## config.mk

```make
export PLATFORM = sky130hd
export DESIGN_NAME = xor_sync_frame_deframer
export DESIGN_NICKNAME = d
export VERILOG_FILES = /design/src/hw/rtl/xsd_pkg.sv /design/src/hw/rtl/xor_sync_frame_deframer.sv /design/src/hw/rtl/xsd_cfg_regs.sv /design/src/hw/rtl/xsd_parser.sv /design/src/hw/rtl/xsd_out_queue.sv
export SDC_FILE = /design/constraint.sdc
export NUM_CORES = 1
export LEC_CHECK = 0
export ABC_AREA = 1
export BUFFER_PORTS_ARGS = -buffer_cell sky130_fd_sc_hd__buf_2
export CAP_MARGIN = 10
export CORE_ASPECT_RATIO = 0.6
export CORE_MARGIN = 1.5
export CORE_UTILIZATION = 58
export DETAILED_ROUTE_END_ITERATION = 8
export PLACE_DENSITY = 0.77
export SLEW_MARGIN = 15
export SYNTH_ARGS = -nofsm -noshare
export SYNTH_HDL_FRONTEND = slang
export SYNTH_SLANG_ARGS = --single-unit
```

## constraint.sdc

```tcl
create_clock -name clk -period 4.7 [get_ports clk]
set_clock_uncertainty 0.2 [all_clocks]
set_input_delay 0.47 -clock clk [delete_from_list [all_inputs] [get_ports clk]]
set_output_delay 0.47 -clock clk [all_outputs]
set_load 0.1 [all_outputs]
```

## src/hw/rtl/xsd_pkg.sv

```systemverilog
// Shared types and constants for the sync-word deframer.
// No dependencies.
`timescale 1ns / 1ps

package xsd_pkg;

    // parse modes
    localparam logic [2:0] MODE_HUNT1 = 3'd0;
    localparam logic [2:0] MODE_HUNT2 = 3'd1;
    localparam logic [2:0] MODE_LENLO = 3'd2;
    localparam logic [2:0] MODE_LENHI = 3'd3;
    localparam logic [2:0] MODE_BODY  = 3'd4;
    localparam logic [2:0] MODE_STOP  = 3'd5;

    // configuration register indexes
    localparam logic [1:0] REG_KEY     = 2'd0;
    localparam logic [1:0] REG_SYNC1   = 2'd1;
    localparam logic [1:0] REG_SYNC2   = 2'd2;
    localparam logic [1:0] REG_MIN_LEN = 2'd3;

    localparam logic [7:0]  KEY_RESET     = 8'hAD;
    localparam logic [7:0]  SYNC1_RESET   = 8'hC0;
    localparam logic [7:0]  SYNC2_RESET   = 8'h91;
    localparam logic [15:0] MIN_LEN_RESET = 16'd7;
    localparam logic [15:0] HEADER_LEN    = 16'd4;

    localparam int QUEUE_DEPTH = 8;
    localparam int QUEUE_AW    = $clog2(QUEUE_DEPTH);
    localparam int MAX_PUSH    = 4;

    typedef struct packed {
        logic [7:0]  scramble_key;
        logic [7:0]  sync_first;
        logic [7:0]  sync_second;
        logic [15:0] min_frame_length;
    } cfg_t;

    typedef struct packed {
        logic [7:0] frame_byte;
        logic       frame_first;
        logic       frame_final;
        logic       frame_abort;
        logic       run_last;
    } res_t;

    typedef struct packed {
        logic [2:0]              count;
        res_t [MAX_PUSH-1:0]     item;
    } push_t;

endpackage

```

## src/hw/rtl/xor_sync_frame_deframer.sv

```systemverilog
// An accepted byte's first result is on the output in the cycle after it is accepted if the queue is empty.
// Throughput: one wire byte per cycle while in_stall is low; a frame header is a burst of four results.
// in_stall rises only while more than four results wait in the 8-entry result queue.
// Reset (rst_n low, asynchronous) restores default registers, hunting mode,
// and an empty queue. Top level; depends on xsd_pkg and the xsd_* modules.
`timescale 1ns / 1ps

module xor_sync_frame_deframer (
    input  logic        clk,
    input  logic        rst_n,
    input  logic        in_valid,
    output logic        in_stall,
    input  logic [7:0]  wire_byte,
    input  logic        buffer_end,
    output logic        out_valid,
    input  logic        out_stall,
    output logic [7:0]  frame_byte,
    output logic        frame_first,
    output logic        frame_final,
    output logic        frame_abort,
    output logic        run_last,
    input  logic        cfg_valid,
    output logic        cfg_ready,
    input  logic [1:0]  cfg_index,
    input  logic [15:0] cfg_data
);
    import xsd_pkg::*;

    cfg_t  cfg;
    push_t push;
    res_t  head;
    logic  room;
    logic  in_fire;

    assign cfg_ready = 1'b1;
    assign in_stall  = !room;
    assign in_fire   = in_valid && room;

    xsd_cfg_regs u_cfg (
        .clk      (clk),
        .rst_n    (rst_n),
        .wr_en    (cfg_valid),
        .wr_index (cfg_index),
        .wr_data  (cfg_data),
        .cfg      (cfg)
    );

    xsd_parser u_parser (
        .clk        (clk),
        .rst_n      (rst_n),
        .in_fire    (in_fire),
        .wire_byte  (wire_byte),
        .buffer_end (buffer_end),
        .cfg        (cfg),
        .push       (push)
    );

    xsd_out_queue u_queue (
        .clk       (clk),
        .rst_n     (rst_n),
        .push      (push),
        .room      (room),
        .out_valid (out_valid),
        .out_stall (out_stall),
        .head      (head)
    );

    assign frame_byte  = head.frame_byte;
    assign frame_first = head.frame_first;
    assign frame_final = head.frame_final;
    assign frame_abort = head.frame_abort;
    assign run_last    = head.run_last;

endmodule

```

## src/hw/rtl/xsd_cfg_regs.sv

```systemverilog
// Configuration register file for the sync-word deframer.
// Depends on xsd_pkg.
`timescale 1ns / 1ps

module xsd_cfg_regs (
    input  logic         clk,
    input  logic         rst_n,
    input  logic         wr_en,
    input  logic [1:0]   wr_index,
    input  logic [15:0]  wr_data,
    output xsd_pkg::cfg_t cfg
);
    import xsd_pkg::*;

    cfg_t cfg_reg;

    always_ff @(posedge clk or negedge rst_n)
    begin
        if (!rst_n)
        begin
            cfg_reg.scramble_key     <= KEY_RESET;
            cfg_reg.sync_first       <= SYNC1_RESET;
            cfg_reg.sync_second      <= SYNC2_RESET;
            cfg_reg.min_frame_length <= MIN_LEN_RESET;
        end
        else if (wr_en)
        begin
            unique case (wr_index)
                REG_KEY:     cfg_reg.scramble_key     <= wr_data[7:0];
                REG_SYNC1:   cfg_reg.sync_first       <= wr_data[7:0];
                REG_SYNC2:   cfg_reg.sync_second      <= wr_data[7:0];
                REG_MIN_LEN: cfg_reg.min_frame_length <= wr_data;
                default:     cfg_reg <= cfg_reg;
            endcase
        end
    end

    assign cfg = cfg_reg;

endmodule

```

## src/hw/rtl/xsd_parser.sv

```systemverilog
// Descrambler and frame parser: one wire byte in, up to four results out.
// Depends on xsd_pkg.
`timescale 1ns / 1ps

module xsd_parser (
    input  logic          clk,
    input  logic          rst_n,
    input  logic          in_fire,
    input  logic [7:0]    wire_byte,
    input  logic          buffer_end,
    input  xsd_pkg::cfg_t cfg,
    output xsd_pkg::push_t push
);
    import xsd_pkg::*;

    logic [2:0]  mode_reg, mode_next;
    logic [7:0]  len_lo_reg, len_lo_next;
    logic [15:0] remain_reg, remain_next;

    logic [7:0]  b;
    logic [15:0] len;
    logic [15:0] remain_dec;
    logic        short_len;

    assign b          = wire_byte ^ cfg.scramble_key;
    assign len        = {b, len_lo_reg};
    assign remain_dec = remain_reg - 16'd1;
    assign short_len  = (len < HEADER_LEN) || (len < cfg.min_frame_length);

    always_comb
    begin
        mode_next   = mode_reg;
        len_lo_next = len_lo_reg;
        remain_next = remain_reg;
        push        = '0;

        unique case (mode_reg)
            MODE_HUNT2:
            begin
                if (b == cfg.sync_second)
                    mode_next = MODE_LENLO;
                else if (b != cfg.sync_first)
                    mode_next = MODE_HUNT1;
            end
            MODE_LENLO:
            begin
                len_lo_next = b;
                mode_next   = MODE_LENHI;
            end
            MODE_LENHI:
            begin
                if (short_len)
                    mode_next = MODE_STOP;
                else
                begin
                    push.count = 3'd4;
                    push.item[0] = '{frame_byte: cfg.sync_first, frame_first: 1'b1,
                                     frame_final: 1'b0, frame_abort: 1'b0, run_last: 1'b0};
                    push.item[1] = '{frame_byte: cfg.sync_second, frame_first: 1'b0,
                                     frame_final: 1'b0, frame_abort: 1'b0, run_last: 1'b0};
                    push.item[2] = '{frame_byte: len_lo_reg, frame_first: 1'b0,
                                     frame_final: 1'b0, frame_abort: 1'b0, run_last: 1'b0};
                    if (len == HEADER_LEN)
                    begin
                        push.item[3] = '{frame_byte: b, frame_first: 1'b0,
                                         frame_final: 1'b1, frame_abort: 1'b0,
                                         run_last: 1'b1};
                        mode_next = MODE_HUNT1;
                    end
                    else
                    begin
                        push.item[3] = '{frame_byte: b, frame_first: 1'b0,
                                         frame_final: 1'b0, frame_abort: buffer_end,
                                         run_last: 1'b1};
                        remain_next = len - HEADER_LEN;
                        mode_next   = MODE_BODY;
                    end
                end
            end
            MODE_BODY:
            begin
                remain_next = remain_dec;
                push.count  = 3'd1;
                if (remain_dec == 16'd0)
                begin
                    push.item[0] = '{frame_byte: b, frame_first: 1'b0, frame_final: 1'b1,
                                     frame_abort: 1'b0, run_last: 1'b1};
                    mode_next = MODE_HUNT1;
                end
                else
                    push.item[0] = '{frame_byte: b, frame_first: 1'b0, frame_final: 1'b0,
                                     frame_abort: buffer_end, run_last: 1'b1};
            end
            MODE_STOP:
                mode_next = MODE_STOP;
            default:
                mode_next = (b == cfg.sync_first) ? MODE_HUNT2 : MODE_HUNT1;
        endcase

        // every buffer end restarts the hunt
        if (buffer_end)
        begin
            mode_next   = MODE_HUNT1;
            len_lo_next = 8'd0;
            remain_next = 16'd0;
        end

        if (!in_fire)
            push.count = 3'd0;
    end

    always_ff @(posedge clk or negedge rst_n)
    begin
        if (!rst_n)
        begin
            mode_reg   <= MODE_HUNT1;
            len_lo_reg <= 8'd0;
            remain_reg <= 16'd0;
        end
        else if (in_fire)
        begin
            mode_reg   <= mode_next;
            len_lo_reg <= len_lo_next;
            remain_reg <= remain_next;
        end
    end

endmodule

```

## src/hw/rtl/xsd_out_queue.sv

```systemverilog
// Result queue: takes up to four results a cycle, delivers one a cycle while out_stall is low.
// Depends on xsd_pkg.
`timescale 1ns / 1ps

module xsd_out_queue (
    input  logic           clk,
    input  logic           rst_n,
    input  xsd_pkg::push_t push,
    output logic           room,
    output logic           out_valid,
    input  logic           out_stall,
    output xsd_pkg::res_t  head
);
    import xsd_pkg::*;

    res_t                entries_reg [QUEUE_DEPTH];
    logic [QUEUE_AW-1:0] wptr_reg, rptr_reg;
    logic [QUEUE_AW:0]   count_reg;
    logic                pop;

    assign out_valid = (count_reg != '0);
    assign pop       = out_valid && !out_stall;
    assign room      = (count_reg <= (QUEUE_AW+1)'(QUEUE_DEPTH - MAX_PUSH));
    assign head      = entries_reg[rptr_reg];

    always_ff @(posedge clk)
    begin
        for (int i = 0; i < MAX_PUSH; i++)
        begin
            if (3'(i) < push.count)
                entries_reg[wptr_reg + QUEUE_AW'(i)] <= push.item[i];
        end
    end

    always_ff @(posedge clk or negedge rst_n)
    begin
        if (!rst_n)
        begin
            wptr_reg  <= '0;
            rptr_reg  <= '0;
            count_reg <= '0;
        end
        else
        begin
            wptr_reg  <= wptr_reg + QUEUE_AW'(push.count);
            rptr_reg  <= rptr_reg + QUEUE_AW'(pop);
            count_reg <= count_reg + (QUEUE_AW+1)'(push.count) - (QUEUE_AW+1)'(pop);
        end
    end

endmodule

```

==> impl_metrics.env <==
export IMPL_outcome="completed"
export IMPL_die_area_sq_um=20450
export IMPL_min_path_cells=3
export IMPL_area_growth_pct=10.28
export IMPL_yosysWarnings=0
export IMPL_crit_start="u_cfg.cfg[39]"
export IMPL_drc=0
export IMPL_vias=11740
export IMPL_port_buffers=45
export IMPL_synth_cell_types=46
export IMPL_seq_area_sq_um=4746
export IMPL_grt_usage=0.4119
export IMPL_synth_seq_area_share=0.4180
export IMPL_cts_reportedPaths_clkPinSlew_ns=0.07
export IMPL_r2r_start="u_cfg.cfg[39]"
export IMPL_synth_seq_cells=173
export IMPL_ctsResizeCount=0
export IMPL_crit_path_top_delay_cell="nor2_1"
export IMPL_final_max_slew_viol_count=0
export IMPL_relSlewSlack=0.1566
export IMPL_dr_pass1_iters=8
export IMPL_grt_pass1_wl_um=62310
export IMPL_die_h_um=111.4
export IMPL_r2r_end="u_queue.entries_reg[1][6]"
export IMPL_routed_wl_um=40720
export IMPL_clkSinkCount=173
export IMPL_netlist_area_sq_um=11350
export IMPL_worstPathCellList="or2_2 > nand2_1 > inv_1 > ha_1 > nand2_1 > inv_1 > nand3_1 > nor3_1 > nand2_1 > nand2_2 > nand4_4 > nor2_1 > nor2_1 > nand2_1"
export IMPL_cts_tree="done"
export IMPL_synth_flop_cell="edfxtp_1"
export IMPL_vias_per_cell=6.207
export IMPL_setup_worst_path_class="reg2reg"
export IMPL_avgSynthCellArea_sq_um=7.241
export IMPL_setup_viol=0
export IMPL_overflow=0
export IMPL_worst_slew_pin_slew_ns=1.260
export IMPL_path_max_fanout=13
export IMPL_setup_tns_final_ns=0
export IMPL_hp_class="in2reg"
export IMPL_period_share=0.9046
export IMPL_antennaDiodeCount=0
export IMPL_setup_ws_ns=0.4482
export IMPL_nets=1676
export IMPL_grt_pass1_vias=10630
export IMPL_path_common_cell="nand2_1"
export IMPL_hold_path_startpoint="cfg_data[8]"
export IMPL_numCtsBuffers=17
export IMPL_crit_end="u_queue.entries_reg[1][6]"
export IMPL_die_w_um=183.6
export IMPL_insertion_delay_ns=0.46
export IMPL_fp_coreArea_sq_um=19080
export IMPL_async_flop_share=0.4451
export IMPL_cp_start_kind="register"
export IMPL_postCtsSetupBuffers=0
export IMPL_worstPathArrival_ns=4.14
export IMPL_drtIter0Drc=2084
export IMPL_clockRootBuffer="clkbuf_16"
export IMPL_reg2reg_depth=14
export IMPL_slowest_delay_ns=0.79
export IMPL_rsz0062_at_grt="no"
export IMPL_n_fill_cell=1668
export IMPL_fmax_ghz=0.2352
export IMPL_largest_reg_flops=96
export IMPL_irDropWorstVdd_v=0.0004208
export IMPL_wl_per_cell_um=21.52
export IMPL_hold_viol=0
export IMPL_p_leak_uw=0.005314
export IMPL_initial_core_util=0.5951
export IMPL_grt_max_degree=49
export IMPL_cts_hold_repair_buffers=1
export IMPL_multi_input_area_sq_um=5743
export IMPL_postSynthNetCount=1631
export IMPL_crit_path_end_kind="register"
export IMPL_place_congestion=1.068
export IMPL_drive_above_1_share=0.1082
export IMPL_io_pins=47
export IMPL_powerDensity_nw_per_um2=486.6
export IMPL_crit_required_ns=4.59
export IMPL_place_ws_ns=0.4171
export IMPL_postSynthCellCount=1568
export IMPL_period_minus_slack_ns=4.252
export IMPL_cts_max_level=4
export IMPL_clockBufferDepth=2
export IMPL_ant_nets=0
export IMPL_synth_edf_count=88
export IMPL_cap_violations=0
export IMPL_rows=39
export IMPL_grt_antenna_before_repair=0
export IMPL_hpwl_um=29810
export IMPL_r2r_slack_ns=0.45
through the flow:
stage	cells	utilization	total power, uW	hold slack, ns	area (sq um)
after floorplan	1568	-	3820	-0.02559	11350
after global placement	1859	0.6244	4451	0.2537	11910
after detailed placement	1859	0.6244	4506	0.2578	11910
after CTS	1892	0.6563	5986	0.06015	12520
after global routing	1892	0.6563	6353	0.07650	12520
final	1892	0.6563	6093	0.06550	12520
synthesized netlist by cell type (4+ instances only):
master,n,area (sq um)
o21ai_1,4,20.02
a31oi_1,14,87.58
inv_1,165,619.3
xnor2_1,7,61.31
edfxtp_1,88,2643
or2_2,5,31.28
nor3_1,12,60.06
nand2_1,493,1851
dfxtp_1,8,160.2
nor2_2,11,68.82
o22ai_1,23,143.9
ha_1,30,375.4
inv_2,12,45.04
buf_2,6,30.03
clkbuf_1,32,120.1
dfstp_2,13,341.6
nor2_4,10,112.6
nor2_1,191,716.9
nor3_2,9,90.09
o21ai_0,145,725.7
a21oi_1,46,230.2
dfrtp_1,64,1602
nand2_2,6,37.54
nand3_1,59,295.3
nand4_1,65,406.6
xor2_1,22,192.7
cell type report:
type,instances,area share
Multi-Input combinational cell,1173,0.4586
Sequential cell,173,0.3790
Inverter,177,0.05306
Timing Repair Buffer,71,0.03497
Clock buffer,19,0.03457
Tap cell,266,0.02658
Clock inverter,13,0.01319
cell usage in the layout (no fill, tap or decap), drive strengths merged, types with 3 or more instances in the layout:
master,n
bufinv,3
xnor2,7
clkbuf,19
o21ai,149
o31ai,3
nand3,61
nand2,501
a31oi,14
xor2,22
dfxtp,8
nor3,24
clkinvlp,3
nor2,212
ha,30
buf,70
nand4,66
a21oi,46
dfrtp,64
o22ai,23
dfstp,13
clkinv,3
or2,5
edfxtp,88
inv,181
layer usage:
layer,GRT usage,part of all wire,vias up
met5,0.009412,0,-
met4,0.1186,0.033,0
met3,0.1766,0.18,135
met2,0.5295,0.37,985
met1,0.6181,0.41,5386
li1,-,-,5238
kinds of logic (layout without fill, tap and decap cells):
logic type / after synthesis / in the layout / synth area share
flip-flops: 173 / 173 / 0.4180
buffers and inverters: 222 / 280 / 0.07669
AO/OA/AOI/OAI: 240 / 240 / 0.1117
other: 1 / 1 / 0.0003303
AND/OR/NAND/NOR: 872 / 872 / 0.3361
adder cells (fa/ha/maj): 31 / 31 / 0.03482
XOR/XNOR: 29 / 29 / 0.02237
worst min path at each step:
stage | slack, ns | end
floorplan | -0.03 | u_cfg.cfg[10]
global placement | 0.25 | u_parser.remain_reg[3]
detailed placement | 0.26 | u_queue.count_reg[1]
CTS | 0.06 | u_cfg.cfg[8]
global route | 0.08 | u_cfg.cfg[11]
finish | 0.07 | u_cfg.cfg[8]
worst max-delay path, delay by kind of cell (launching register included):
kind,cells,cell delay (ns)
buffers and inverters,2,0.21
DFF,1,0.38
adders and majority gates,1,0.33
and+or+nand+nor,11,2.76
report_power, final:
| group | internal, uW | switching [uW] |
|---|---|---|
| Combinational | 624 | 2000 |
| Clock | 842 | 662 |
| Sequential | 1770 | 204 |
Note: power is estimated with default switching activity, not from simulation.
